==> src/ycd_pkg.sv <==
package ycd_pkg;

  typedef enum logic [2:0] {
    PhInactive = 3'd0,
    PhAmbient  = 3'd1,
    PhTenMin   = 3'd2,
    PhLastMin  = 3'd3,
    PhTenSec   = 3'd4,
    PhCeleb    = 3'd5
  } phase_e;

  typedef enum logic [1:0] {
    CfgDailyTest = 2'd0,
    CfgWakeEn    = 2'd1,
    CfgBoostEn   = 2'd2
  } cfg_idx_e;

  typedef struct packed {
    logic daily_test;
    logic wake_en;
    logic boost_en;
  } cfg_t;

  typedef struct packed {
    phase_e             phase;
    logic [24:0]        elapsed;
    logic [24:0]        remaining;
    logic [13:0]        inc_year;
    logic               start;
    logic               bell;
    logic signed [7:0]  normal;
    logic signed [7:0]  user;
  } rec_t;

  localparam int unsigned QueueDepthDefault = 4;

  localparam int unsigned SodDay     = 86400;
  localparam int unsigned SodTenSec  = 86390;
  localparam int unsigned SodLastMin = 86340;
  localparam int unsigned SodTenMin  = 85800;
  localparam int unsigned SodAmbient = 64800;
  localparam int unsigned SodCeleb   = 120;
  localparam int unsigned EveHour    = 18;
  localparam int unsigned HourMs     = 3600000;
  localparam int unsigned RampMs     = 600000;
  localparam int unsigned FadeStart  = 110000;
  localparam int unsigned FadeMs     = 10000;
  localparam int unsigned ModShift   = 21;
  localparam int unsigned DivShift   = 28;
  localparam int unsigned Year25Mul  = 5243;
  localparam int unsigned Year25Sh   = 17;

  localparam logic [13:0] ModTenMin  = 14'd15000;
  localparam logic [13:0] ModLastMin = 14'd10000;
  localparam logic [13:0] ModCeleb   = 14'd12000;
  localparam logic [7:0]  RecTenMin  = 8'((1 << ModShift) / 15000);
  localparam logic [7:0]  RecLastMin = 8'((1 << ModShift) / 10000);
  localparam logic [7:0]  RecCeleb   = 8'((1 << ModShift) / 12000);
  localparam logic [14:0] RecRamp    = 15'((1 << DivShift) / RampMs);
  localparam logic [14:0] RecFade    = 15'((1 << DivShift) / FadeMs);

  function automatic logic [4:0] month_days(logic [3:0] m, logic leap);
    logic [4:0] d;
    case (m)
      4'd2:                        d = leap ? 5'd29 : 5'd28;
      4'd4, 4'd6, 4'd9, 4'd11:     d = 5'd30;
      default:                     d = 5'd31;
    endcase
    return d;
  endfunction

  function automatic logic [3:0] amb_parts(logic [2:0] idx);
    logic [3:0] p;
    case (idx)
      3'd0:    p = 4'd1;
      3'd1:    p = 4'd2;
      3'd2:    p = 4'd3;
      3'd3:    p = 4'd4;
      3'd4:    p = 4'd6;
      default: p = 4'd10;
    endcase
    return p;
  endfunction

  function automatic logic [13:0] amb_period(logic [2:0] idx);
    logic [13:0] p;
    case (idx)
      3'd0:    p = 14'd15000;
      3'd1:    p = 14'd12000;
      3'd2:    p = 14'd10000;
      3'd3:    p = 14'd8000;
      3'd4:    p = 14'd6000;
      default: p = 14'd4000;
    endcase
    return p;
  endfunction

endpackage

==> src/ycd_front.sv <==
module ycd_front (
  input  logic                clk_i,
  input  logic                rst_ni,
  input  logic                daily_test_i,
  input  logic                in_push_i,
  output logic                in_full_o,
  input  logic [13:0]         year_i,
  input  logic [3:0]          month_i,
  input  logic [4:0]          day_i,
  input  logic [4:0]          hours_i,
  input  logic [5:0]          minutes_i,
  input  logic [5:0]          seconds_i,
  input  logic [9:0]          millis_i,
  input  logic signed [7:0]   normal_i,
  input  logic signed [7:0]   user_i,
  input  logic                q_full_i,
  output logic                q_push_o,
  output ycd_pkg::rec_t       q_rec_o
);
  import ycd_pkg::*;

  logic              v_q;
  logic [13:0]       year_q;
  logic [3:0]        month_q;
  logic [4:0]        day_q;
  logic [4:0]        hours_q;
  logic [9:0]        ms_q;
  logic [16:0]       sod_q;
  logic [9:0]        y25_q;
  logic signed [7:0] normal_q, user_q;
  logic [26:0]       y25_prod;

  phase_e      phase_q, phase_d;
  logic [26:0] bell_key_q, bell_key_d;
  logic [13:0] inc_year_q, inc_year_d;
  logic        fire, accept;

  assign fire      = v_q && !q_full_i;
  assign in_full_o = v_q && q_full_i;
  assign accept    = in_push_i && !in_full_o;
  assign q_push_o  = fire;
  assign y25_prod  = 27'(year_i) * 27'(Year25Mul);

  always_ff @(posedge clk_i or negedge rst_ni) begin
    if (!rst_ni) begin
      v_q <= 1'b0;
    end else if (accept) begin
      v_q <= 1'b1;
    end else if (fire) begin
      v_q <= 1'b0;
    end
  end

  always_ff @(posedge clk_i) begin
    if (accept) begin
      year_q   <= year_i;
      month_q  <= month_i;
      day_q    <= day_i;
      hours_q  <= hours_i;
      ms_q     <= millis_i;
      sod_q    <= 17'(hours_i) * 17'd3600 + 17'(minutes_i) * 17'd60 + 17'(seconds_i);
      y25_q    <= 10'(y25_prod >> Year25Sh);
      normal_q <= normal_i;
      user_q   <= user_i;
    end
  end

  always_comb begin
    logic        is_ye, is_nd, eve, celeb, before_mid, after_mid, div25, leap;
    logic [16:0] base;
    logic [26:0] el_full, left, rem;
    logic [14:0] ky;
    logic [3:0]  km;
    logic [4:0]  kd;
    logic [27:0] kyx, kprod;
    logic [26:0] key;

    is_ye      = (month_q == 4'd12) && (day_q == 5'd31);
    is_nd      = (month_q == 4'd1) && (day_q == 5'd1);
    eve        = daily_test_i || is_ye;
    celeb      = daily_test_i || is_nd;
    before_mid = eve && (hours_q >= 5'(EveHour));
    after_mid  = celeb && (sod_q < 17'(SodCeleb));
    div25      = ((14'(y25_q) * 14'd25) == year_q) && (y25_q < 10'd656);
    leap       = ((year_q[1:0] == 2'd0) && !div25) || ((year_q[3:0] == 4'd0) && div25);

    phase_d = PhInactive;
    base    = 17'd0;
    if (before_mid) begin
      if (sod_q >= 17'(SodTenSec)) begin
        phase_d = PhTenSec;
        base    = sod_q - 17'(SodTenSec);
      end else if (sod_q >= 17'(SodLastMin)) begin
        phase_d = PhLastMin;
        base    = sod_q - 17'(SodLastMin);
      end else if (sod_q >= 17'(SodTenMin)) begin
        phase_d = PhTenMin;
        base    = sod_q - 17'(SodTenMin);
      end else begin
        phase_d = PhAmbient;
        base    = sod_q - 17'(SodAmbient);
      end
    end else if (after_mid) begin
      phase_d = PhCeleb;
      base    = sod_q;
    end
    el_full = 27'(base) * 27'd1000 + 27'(ms_q);

    left = (sod_q < 17'(SodDay)) ? 27'(17'(SodDay) - sod_q) * 27'd1000 : 27'd0;
    rem  = (left > 27'(ms_q)) ? left - 27'(ms_q) : 27'd0;

    ky = {1'b0, year_q};
    km = month_q;
    kd = day_q;
    if (after_mid) begin
      if (day_q <= 5'd1) begin
        if (month_q <= 4'd1) begin
          km = 4'd12;
          ky = {1'b0, year_q} - 15'd1;
        end else begin
          km = month_q - 4'd1;
        end
        kd = month_days(km, leap);
      end else begin
        kd = day_q - 5'd1;
      end
    end
    kyx   = {{13{ky[14]}}, ky};
    kprod = kyx * 28'd10000 + 28'(km) * 28'd100 + 28'(kd);
    key   = daily_test_i ? kprod[26:0] : kyx[26:0];

    inc_year_d = inc_year_q;
    bell_key_d = bell_key_q;
    q_rec_o    = '0;
    if (before_mid) begin
      inc_year_d = is_ye ? year_q + 14'd1 : year_q;
    end else if (after_mid) begin
      inc_year_d = year_q;
      if ((sod_q <= 17'd1) && (bell_key_q != key)) begin
        bell_key_d   = key;
        q_rec_o.bell = 1'b1;
      end
    end
    q_rec_o.phase     = phase_d;
    q_rec_o.elapsed   = (phase_d == PhInactive) ? 25'd0 : el_full[24:0];
    q_rec_o.remaining = before_mid ? rem[24:0] : 25'd0;
    q_rec_o.inc_year  = inc_year_d;
    q_rec_o.start     = (phase_d == PhTenMin) && (phase_q != PhTenMin);
    q_rec_o.normal    = normal_q;
    q_rec_o.user      = user_q;
  end

  always_ff @(posedge clk_i or negedge rst_ni) begin
    if (!rst_ni) begin
      phase_q    <= PhInactive;
      bell_key_q <= '0;
      inc_year_q <= '0;
    end else if (fire) begin
      phase_q    <= phase_d;
      bell_key_q <= bell_key_d;
      inc_year_q <= inc_year_d;
    end
  end

endmodule

==> src/ycd_queue.sv <==
module ycd_queue #(
  parameter int unsigned Depth = ycd_pkg::QueueDepthDefault
) (
  input  logic          clk_i,
  input  logic          rst_ni,
  input  logic          push_i,
  input  ycd_pkg::rec_t wdata_i,
  output logic          full_o,
  input  logic          pop_i,
  output ycd_pkg::rec_t rdata_o,
  output logic          empty_o
);
  import ycd_pkg::*;

  localparam int unsigned PtrW = (Depth > 1) ? $clog2(Depth) : 1;
  localparam int unsigned CntW = $clog2(Depth + 1);

  rec_t            mem_q [Depth];
  logic [PtrW-1:0] wr_q, rd_q;
  logic [CntW-1:0] cnt_q;
  logic            do_push, do_pop;

  assign full_o  = (cnt_q == CntW'(Depth));
  assign empty_o = (cnt_q == '0);
  assign do_push = push_i && !full_o;
  assign do_pop  = pop_i && !empty_o;
  assign rdata_o = mem_q[rd_q];

  always_ff @(posedge clk_i) begin
    if (do_push) begin
      mem_q[wr_q] <= wdata_i;
    end
  end

  always_ff @(posedge clk_i or negedge rst_ni) begin
    if (!rst_ni) begin
      wr_q  <= '0;
      rd_q  <= '0;
      cnt_q <= '0;
    end else begin
      if (do_push) begin
        wr_q <= (wr_q == PtrW'(Depth - 1)) ? '0 : wr_q + PtrW'(1);
      end
      if (do_pop) begin
        rd_q <= (rd_q == PtrW'(Depth - 1)) ? '0 : rd_q + PtrW'(1);
      end
      if (do_push && !do_pop) begin
        cnt_q <= cnt_q + CntW'(1);
      end else if (do_pop && !do_push) begin
        cnt_q <= cnt_q - CntW'(1);
      end
    end
  end

endmodule

==> src/ycd_back.sv <==
module ycd_back (
  input  logic                clk_i,
  input  logic                rst_ni,
  input  logic                wake_en_i,
  input  logic                boost_en_i,
  input  logic                q_empty_i,
  input  ycd_pkg::rec_t       q_rec_i,
  output logic                q_pop_o,
  input  logic                pop_i,
  output logic                empty_o,
  output logic [2:0]          phase_o,
  output logic [24:0]         phase_elapsed_ms_o,
  output logic [24:0]         remaining_ms_o,
  output logic [13:0]         incoming_year_o,
  output logic                countdown_start_o,
  output logic                midnight_bell_o,
  output logic                takeover_o,
  output logic                wake_o,
  output logic [3:0]          particles_o,
  output logic [13:0]         accent_period_ms_o,
  output logic signed [7:0]   brightness_o
);
  import ycd_pkg::*;

  logic        en;
  logic        s1_v_q, s2_v_q, s3_v_q;
  rec_t        s1_rec_q, s2_rec_q;
  logic [27:0] s1_xb_q, s2_xb_q;
  logic [6:0]  s1_n_q, s2_n_q;
  logic        s1_low_q, s2_low_q;
  logic [6:0]  s2_qm_q;
  logic [8:0]  s2_qb_q;

  logic [6:0]  n_d;
  logic        low_d;
  logic [27:0] xb_d;
  logic [6:0]  qm_d;
  logic [8:0]  qb_d;

  assign en      = !s3_v_q || pop_i;
  assign q_pop_o = en && !q_empty_i;
  assign empty_o = !s3_v_q;

  always_comb begin
    logic [7:0]  span;
    logic [24:0] e, f;
    logic [19:0] pf;
    n_d   = q_rec_i.normal[7] ? 7'd0 : q_rec_i.normal[6:0];
    low_d = q_rec_i.user < $signed({1'b0, n_d});
    span  = 8'(q_rec_i.user) - {1'b0, n_d};
    e     = q_rec_i.elapsed;
    if (e < 25'(FadeStart)) begin
      f = 25'd0;
    end else if (e - 25'(FadeStart) > 25'(FadeMs)) begin
      f = 25'(FadeMs);
    end else begin
      f = e - 25'(FadeStart);
    end
    if (q_rec_i.phase == PhTenMin) begin
      pf = (e > 25'(RampMs)) ? 20'(RampMs) : e[19:0];
    end else begin
      pf = f[19:0];
    end
    xb_d = (low_d ? 28'd0 : 28'(span)) * 28'(pf);
  end

  always_comb begin
    logic [7:0]  rm;
    logic [14:0] rb;
    logic [27:0] pm;
    logic [42:0] pb;
    case (s1_rec_q.phase)
      PhLastMin: rm = RecLastMin;
      PhCeleb:   rm = RecCeleb;
      default:   rm = RecTenMin;
    endcase
    rb   = (s1_rec_q.phase == PhTenMin) ? RecRamp : RecFade;
    pm   = 28'(s1_rec_q.elapsed[19:0]) * 28'(rm);
    pb   = 43'(s1_xb_q) * 43'(rb);
    qm_d = 7'(pm >> ModShift);
    qb_d = 9'(pb >> DivShift);
  end

  always_ff @(posedge clk_i or negedge rst_ni) begin
    if (!rst_ni) begin
      s1_v_q <= 1'b0;
      s2_v_q <= 1'b0;
      s3_v_q <= 1'b0;
    end else if (en) begin
      s1_v_q <= !q_empty_i;
      s2_v_q <= s1_v_q;
      s3_v_q <= s2_v_q;
    end
  end

  always_ff @(posedge clk_i) begin
    if (en) begin
      s1_rec_q <= q_rec_i;
      s1_xb_q  <= xb_d;
      s1_n_q   <= n_d;
      s1_low_q <= low_d;
      s2_rec_q <= s1_rec_q;
      s2_xb_q  <= s1_xb_q;
      s2_n_q   <= s1_n_q;
      s2_low_q <= s1_low_q;
      s2_qm_q  <= qm_d;
      s2_qb_q  <= qb_d;
    end
  end

  always_ff @(posedge clk_i) begin
    logic [13:0] cm;
    logic [19:0] cb;
    logic [20:0] rmd;
    logic [28:0] rbd;
    logic [8:0]  qb;
    logic [24:0] e;
    logic [2:0]  idx;
    logic        take;
    logic [3:0]  parts;
    logic [13:0] period;
    logic [9:0]  br;
    if (en) begin
      e = s2_rec_q.elapsed;
      case (s2_rec_q.phase)
        PhLastMin: cm = ModLastMin;
        PhCeleb:   cm = ModCeleb;
        default:   cm = ModTenMin;
      endcase
      cb  = (s2_rec_q.phase == PhTenMin) ? 20'(RampMs) : 20'(FadeMs);
      rmd = 21'(e[19:0]) - 21'(s2_qm_q) * 21'(cm);
      if (rmd >= 21'(cm)) begin
        rmd = rmd - 21'(cm);
      end
      rbd = 29'(s2_xb_q) - 29'(s2_qb_q) * 29'(cb);
      qb  = (rbd >= 29'(cb)) ? s2_qb_q + 9'd1 : s2_qb_q;

      if (e >= 25'(5 * HourMs))      idx = 3'd5;
      else if (e >= 25'(4 * HourMs)) idx = 3'd4;
      else if (e >= 25'(3 * HourMs)) idx = 3'd3;
      else if (e >= 25'(2 * HourMs)) idx = 3'd2;
      else if (e >= 25'(HourMs))     idx = 3'd1;
      else                           idx = 3'd0;

      take   = 1'b0;
      parts  = 4'd0;
      period = 14'd2000;
      case (s2_rec_q.phase)
        PhAmbient: begin
          parts  = amb_parts(idx);
          period = amb_period(idx);
        end
        PhTenMin: begin
          take  = rmd >= 21'd10000;
          parts = 4'd8;
        end
        PhLastMin: begin
          take  = rmd >= 21'd5000;
          parts = 4'd8;
        end
        PhTenSec: begin
          take  = 1'b1;
          parts = 4'd12;
        end
        PhCeleb: begin
          take  = rmd < 21'd9000;
          parts = 4'd12;
        end
        default: begin
          take = 1'b0;
        end
      endcase

      br = 10'(s2_n_q);
      if (!boost_en_i) begin
        br = 10'(s2_rec_q.normal);
      end else if (!s2_low_q) begin
        case (s2_rec_q.phase)
          PhTenMin:            br = 10'(s2_n_q) + 10'(qb);
          PhLastMin, PhTenSec: br = 10'(s2_rec_q.user);
          PhCeleb: begin
            if (e < 25'(FadeStart)) begin
              br = 10'(s2_rec_q.user);
            end else begin
              br = 10'(s2_rec_q.user) - 10'(qb);
            end
          end
          default:             br = 10'(s2_n_q);
        endcase
      end

      phase_o            <= s2_rec_q.phase;
      phase_elapsed_ms_o <= e;
      remaining_ms_o     <= s2_rec_q.remaining;
      incoming_year_o    <= s2_rec_q.inc_year;
      countdown_start_o  <= s2_rec_q.start;
      midnight_bell_o    <= s2_rec_q.bell;
      takeover_o         <= take;
      wake_o             <= wake_en_i &&
                            (s2_rec_q.phase == PhTenSec || s2_rec_q.phase == PhCeleb);
      particles_o        <= parts;
      accent_period_ms_o <= period;
      brightness_o       <= br[7:0];
    end
  end

endmodule

==> src/year_end_countdown_sequencer_unit.sv <==
// Channel   Direction  Handshake           Payload
// input     in         push / full         year_i .. user_level_i
// result    out        empty / pop         phase_o .. brightness_o
// config    in         cfg_we_i            cfg_idx_i, cfg_wdata_i
//
// One transaction is accepted per cycle while full is low; the result passes through
// the input register, the queue and three result stages before it reaches the ports.
// The front classifier and the result pipeline are split by a small queue so
// either side can stall while the other keeps going. Reset clears the valid flags,
// queue pointers and front control state and restores the configuration defaults.
module year_end_countdown_sequencer_unit #(
  parameter int unsigned QueueDepth = ycd_pkg::QueueDepthDefault
) (
  input  logic                clk_i,
  input  logic                rst_ni,
  input  logic                cfg_we_i,
  input  logic [1:0]          cfg_idx_i,
  input  logic                cfg_wdata_i,
  input  logic                push,
  output logic                full,
  input  logic [13:0]         year_i,
  input  logic [3:0]          month_i,
  input  logic [4:0]          day_of_month_i,
  input  logic [4:0]          hours_i,
  input  logic [5:0]          minutes_i,
  input  logic [5:0]          seconds_i,
  input  logic [9:0]          millis_i,
  input  logic signed [7:0]   normal_level_i,
  input  logic signed [7:0]   user_level_i,
  output logic                empty,
  input  logic                pop,
  output logic [2:0]          phase_o,
  output logic [24:0]         phase_elapsed_ms_o,
  output logic [24:0]         remaining_ms_o,
  output logic [13:0]         incoming_year_o,
  output logic                countdown_start_o,
  output logic                midnight_bell_o,
  output logic                takeover_o,
  output logic                wake_o,
  output logic [3:0]          particles_o,
  output logic [13:0]         accent_period_ms_o,
  output logic signed [7:0]   brightness_o
);
  import ycd_pkg::*;

  cfg_t cfg_q;
  rec_t wr_rec, rd_rec;
  logic q_push, q_full, q_pop, q_empty;

  always_ff @(posedge clk_i or negedge rst_ni) begin
    if (!rst_ni) begin
      cfg_q <= '{daily_test: 1'b0, wake_en: 1'b1, boost_en: 1'b1};
    end else if (cfg_we_i) begin
      case (cfg_idx_e'(cfg_idx_i))
        CfgDailyTest: cfg_q.daily_test <= cfg_wdata_i;
        CfgWakeEn:    cfg_q.wake_en    <= cfg_wdata_i;
        CfgBoostEn:   cfg_q.boost_en   <= cfg_wdata_i;
        default:      cfg_q            <= cfg_q;
      endcase
    end
  end

  ycd_front u_front (
    .clk_i,
    .rst_ni,
    .daily_test_i (cfg_q.daily_test),
    .in_push_i    (push),
    .in_full_o    (full),
    .year_i,
    .month_i,
    .day_i        (day_of_month_i),
    .hours_i,
    .minutes_i,
    .seconds_i,
    .millis_i,
    .normal_i     (normal_level_i),
    .user_i       (user_level_i),
    .q_full_i     (q_full),
    .q_push_o     (q_push),
    .q_rec_o      (wr_rec)
  );

  ycd_queue #(
    .Depth (QueueDepth)
  ) u_queue (
    .clk_i,
    .rst_ni,
    .push_i  (q_push),
    .wdata_i (wr_rec),
    .full_o  (q_full),
    .pop_i   (q_pop),
    .rdata_o (rd_rec),
    .empty_o (q_empty)
  );

  ycd_back u_back (
    .clk_i,
    .rst_ni,
    .wake_en_i  (cfg_q.wake_en),
    .boost_en_i (cfg_q.boost_en),
    .q_empty_i  (q_empty),
    .q_rec_i    (rd_rec),
    .q_pop_o    (q_pop),
    .pop_i      (pop),
    .empty_o    (empty),
    .phase_o,
    .phase_elapsed_ms_o,
    .remaining_ms_o,
    .incoming_year_o,
    .countdown_start_o,
    .midnight_bell_o,
    .takeover_o,
    .wake_o,
    .particles_o,
    .accent_period_ms_o,
    .brightness_o
  );

endmodule
==> config.mk <==
export PLATFORM = sky130hd
export DESIGN_NAME = year_end_countdown_sequencer_unit
export DESIGN_NICKNAME = d
export VERILOG_FILES = /design/src/ycd_pkg.sv /design/src/ycd_front.sv /design/src/ycd_queue.sv /design/src/ycd_back.sv /design/src/year_end_countdown_sequencer_unit.sv
export SDC_FILE = /design/constraint.sdc
export NUM_CORES = 2
export LEC_CHECK = 0
export ABC_AREA = 1
export BUFFER_PORTS_ARGS = -buffer_cell sky130_fd_sc_hd__buf_4
export CAP_MARGIN = 20
export CORE_MARGIN = 1
export CORE_UTILIZATION = 59
export CTS_CLUSTER_DIAMETER = 40
export CTS_CLUSTER_SIZE = 20
export DETAILED_ROUTE_END_ITERATION = 6
export PLACE_DENSITY_LB_ADDON = 0.15
export SLEW_MARGIN = 20
export SYNTH_ARGS = -nofsm -noshare
export SYNTH_HDL_FRONTEND = slang
export SYNTH_SLANG_ARGS = --single-unit
==> constraint.sdc <==
create_clock -name clk_i -period 8.98 [get_ports clk_i]
set_clock_uncertainty 0.15 [all_clocks]
set_input_delay 1.347 -clock clk_i [delete_from_list [all_inputs] [get_ports clk_i]]
set_output_delay 1.347 -clock clk_i [all_outputs]
set_load 0.02 [all_outputs]
# Word-level counts from Yosys, hierarchy flattened
# Memory sizes are Yosys's and may differ from the RTL's.
# Cells that the tools add are included.
# W data, S select, Z words.
# word_totals
mem_count,1
regBits,494
mem_bits_rw,340
input_bits,74
# op_classes
n_addsub,27
n_eq_ne,31
bitwise,1
n_reduce_logical,46
magnitude_cmp,26
n_mul,13
n_mux,69
# mem_list
memory,depth,width,read_ports,rd_ports_with_merged_regs,write_ports,line_no,source
u_queue.mem_q,4,85,1,0,1,ycd_queue.sv:18,rec_t mem_q [Depth];
# op_table
cell,n
$mux W20,5
$mux W17,5
$mux W25,3
$pmux W14 S5,1
$mux W15,4
$mux W14,4
$mux W27,2
$ge A17 B17 Y1 const B,3
$sub A17 B17 Y17 const B,3
$ge A25 B24 Y1 const B,2
$lt A25 B17 Y1 const B,2
$mux W21,2
$mux W8,5
$mul A28 B15 Y37,1
$mux W3,11
$ge A29 B20 Y1,1
$mul A9 B20 Y29,1
$sub A28 B29 Y29,1
$mul A20 B8 Y28,1
$mul A28 B10 Y23 const B,1
$mul A28 B20 Y28,1
$add A27 B11 Y27,1
$add A27 B5 Y27,1
$gt A27 B10 Y1,1
other kinds (83),151

# Logic depth before layout (Yosys ltp)
# depth
word_depth,17
mapped_depth,56

# Hierarchy
# From an unflattened synthesis, not the netlist that was laid out.
# hier_totals
cells_unflattened,8414
area_unflattened_um2,78101.2
# by_module_without_submodules
module,n_inst,seq_area_each_um2,area_per_inst_um2,cells_per_inst
ycd_back,1,10615.2,38864.8,4154
ycd_front,1,3528.4,25071.5,3189
ycd_queue,1,10385.0,14019.7,1053
year_end_countdown_sequencer_unit,1,77.6,145.1,18

# Least setup slack after synthesis
# OpenSTA, ideal clock, no wires.
# synth_path
kind,register to register
start,reg u_queue.rd_q[0]
end,reg u_back.s1_xb_q[24] (data pin)
arrival_time_ns,9.317
path_buffers,10
required_time_ns,8.568
setup_ns,0.262
path_slack_ns,-0.749
path_stages_with_launch,46
path_cell_list,dfrtp_1 buf_2 buf_6 buf_6 buf_6 buf_4 clkbuf_1 clkbuf_1 buf_1 o21ai_0 o22ai_1 fa_1 inv_1 o31ai_1 inv_1 nor2_1 nor2_1 o21bai_1 (+10 left out) nand2_1 fa_1 fa_1 fa_1 inv_1 fa_1 ha_1 a21oi_1 a21boi_0 o21ai_0 a21oi_1 o21ai_0 a31oi_1 o21ai_0 a21boi_0 o21ai_0 a21oi_1 xor2_1
# synth_rtl
item,line_no,source
"start, declared",ycd_queue.sv:19,"logic [PtrW-1:0] wr_q, rd_q;"
"start signal, assigned",ycd_queue.sv:45,rd_q <= (rd_q == PtrW'(Depth - 1)) ? '0 : rd_q + PtrW'(1);
"end signal, assigned",ycd_back.sv:99,s1_xb_q <= xb_d;
"end, declared",ycd_back.sv:28,"logic [27:0] s1_xb_q, s2_xb_q;"

==> run_results.csv <==
group,metric,value,unit
cells_and_area,fin_util,0.655,
outcome,status,"complete, no violations",
clock_network,cts-root-buf,"clkbuf_16",
cells_and_area,mostFrequentLayoutCell,"inv_1",
clock_network,clk_latency,0.75,ns
setup_path,crit_top_cell,"inv_1",
route,routed_wl,193000,um
synthesis,synthCells,8308,
run,drv_cap,0,
sta,tightest_slew,1.12,ns
synthesis,synth_seq_area_share,0.319,
sta,setup_viol,0,
sta,timing_hold_violations_final,0,
setup_path,slowest_stage,"fa_1",
setup_path,rrSetupSlack,0.35,ns
clock_network,clkTransAtPathRegs,0.07,ns
setup_path,cp_slowest_stage_delay,0.59,ns
setup_path,r2r-end,"u_back.s1_xb_q[26]",
synthesis,ys_types,74,
floorplan,die_y,364,um
synthesis,synth.ff_latch_count,829,
clock_network,cts_buffer_depth,3,
global_routing,grt_pass1_wl,306000,um
route,avgRoutedWirePerCell,18.5,um
cells_and_area,area_delta_synth_final,10.2,%
floorplan,pin_count,173,
setup_path,worstPathArrival,8.88,ns
place,gp_congestion,0.985,
cells_and_area,drive_gt1_frac,0.0745,
global_routing,grt_pass1_vias,57400,
clock_network,htree_levels,3,
floorplan,core-area,130000,um^2
place,numPortBuffers,168,
clock_network,cts_tree,"built",
route,drc,0,
place,dp_hpwl,157000,um
sta,fin_crit_sh,0.960,
setup_path,worstPathMaxFanout,7,
sta,clock.fmax,116,MHz
floorplan,dieArea,132000,um^2
synthesis,netlist_area,77100,um^2
route,first_iter_violations,4275,
global_routing,grt_overflow,0,
sta,period_needed,8.63,ns
clock_network,clock-sinks,829,
cells_and_area,filler_cell_count,10500,
sta,drv_slew,0,
setup_path,critPathCaptureType,"flip-flop",
cells_and_area,n_antenna_cell,0,
setup_path,worst-setup-path-type,"reg2reg",
route,antenna_left,0,
global_routing,grt_antenna_before_repair,2,
cells_and_area,nets,10200,
synthesis,synth_flop_cell,"edfxtp_1",
floorplan,std_cell_rows,132,
setup_path,crit_end,"u_back.s1_xb_q[26]",
floorplan,initial_core_util,0.595,
floorplan,die_w,364,um
setup_path,rr_startpoint,"u_queue.rd_q[0]",
synthesis,synthArstFlopShare,0.0700,
sta,maxSlewHeadroom,0.256,
cells_and_area,final_cell_mix,"inv_1, nand2_1, fa_1",
synthesis,synth_area_per_cell,9.28,um^2
route,first_pass_iters,6,
global_routing,grt_max_degree,161,
route,vias,57200,
clock_network,cts_made_buffers,101,
synthesis,ys_warn_count,0,
setup_path,r2r_cells,39,
setup_path,cp-startpoint,"u_queue.rd_q[0]",
min_path,min_path_type,"reg2reg",
global_routing,track_usage,0.296,
setup_path,start_kind,"flip-flop",
route,vias_per_cell,5.49,
setup_path,required,9.23,ns
synthesis,synth_edf_count,771,
[critical path: cells and delay by family (launching register included)]
kind / cells / cell delay [ns]
compound gates: 17 / 2.86
xor+xnor: 1 / 0.08
fa+ha+maj: 7 / 3.00
buf+inv: 8 / 0.88
flops: 1 / 0.55
simple gates: 6 / 0.77
[Yosys cell counts (25+ instances only)]
cell / n / share of area
xor2_1: 172 / 0.020
a21oi_1: 346 / 0.022
xnor2_1: 83 / 0.0094
o211ai_1: 26 / 0.0025
edfxtp_1: 771 / 0.30
clkbuf_1: 93 / 0.0045
fa_1: 802 / 0.21
or2_2: 25 / 0.0020
nand3_1: 307 / 0.020
o21ai_0: 355 / 0.023
dfrtp_1: 56 / 0.018
nand2_1: 1342 / 0.065
nor2_1: 757 / 0.037
o22ai_1: 60 / 0.0049
inv_1: 1762 / 0.086
nand4_1: 138 / 0.011
ha_1: 771 / 0.13
nor3_1: 70 / 0.0045
[cells by family (layout without fill, tap and decap cells)]
family                   count (synthesis)  count (layout)  synth area share
buffers and inverters                 1932            2309            0.0960
flip-flops                             829             829             0.319
XOR/XNOR                               255             255            0.0290
AO/OA/AOI/OAI                          978             978            0.0727
adder cells (fa/ha/maj)               1573            1573             0.333
other                                    2               7         0.0000974
multiplexers                             2               2          0.000276
AND/OR/NAND/NOR                       2737            2737             0.150
[what timing repair did]
action                     in CTS  in global routing
setup buffers                   0                  7
setup endpoints to repair       5                 67
pin swaps                       0                  9
hold buffers                    0                  0
gates cloned                    0                  0
resized for setup               2                 55
[sequential cells by signal, indices dropped and copies added, names as in the netlist, 14 cells and up]
register,count
u_back.incoming_year_o,14
u_back.phase_elapsed_ms_o,25
u_back.remaining_ms_o,25
u_back.s1_rec_q,85
u_back.s1_xb_q,28
u_back.s2_rec_q,85
u_back.s2_xb_q,28
u_front.bell_key_q,27
u_front.inc_year_q,14
u_front.sod_q,17
u_front.year_q,14
u_queue.mem_q,340
[layout make-up]
type	instances	area (um^2)	area share
clock buffers	106	2550	0.0300
clock inverters	86	1050	0.0124
flip-flops and latches	829	24600	0.290
repair buffers	326	2490	0.0293
multi-input cells	5552	45300	0.534
well taps	1742	2180	0.0257
inverters	1791	6740	0.0793
[stage by stage]
| step | hold slack, ns | cell area, um^2 | instances | setup WS (ns) | setup TNS, ns |
|---|---|---|---|---|---|
| 5_1_grt | 0.272 | 85000 | 10400 | -0.123 | -0.506 |
| 3_5_place_dp | 0.255 | 81100 | 10200 | -0.0559 | -0.0716 |
| 2_1_floorplan | 0.250 | 77200 | 8313 | -0.0329 | -0.0329 |
| 4_1_cts | 0.268 | 84700 | 10400 | 0.00410 | 0 |
| 6_report | 0.261 | 85000 | 10400 | 0.355 | 0 |
| 3_3_place_gp | 0.250 | 81100 | 10200 | 0.0463 | 0 |
[worst min-delay path by stage]
stage / from / to / slack (ns) / cells past startpoint
CTS: u_back.s1_rec_q[32] / u_back.s2_rec_q[32] / 0.27 / 0
finish: u_back.s1_rec_q[32] / u_back.s2_rec_q[32] / 0.26 / 0
floorplan: u_back.s2_rec_q[17] / u_back.countdown_start_o / 0.25 / 0
detailed placement: u_back.s2_rec_q[53] / u_back.remaining_ms_o[21] / 0.25 / 0
global route: u_back.s1_rec_q[32] / u_back.s2_rec_q[32] / 0.27 / 0
global placement: u_back.s1_n_q[6] / u_back.s2_n_q[6] / 0.25 / 0
[per-layer routing]
layer  GRT usage  part of all wire
met1       0.383              0.41
met2       0.523              0.51
met3      0.0317             0.051
met4      0.0943             0.033
met5           0           0.00010
Power is not shown: default switching activity piles up to over one toggle a cycle in this logic, so the estimate is an artifact.
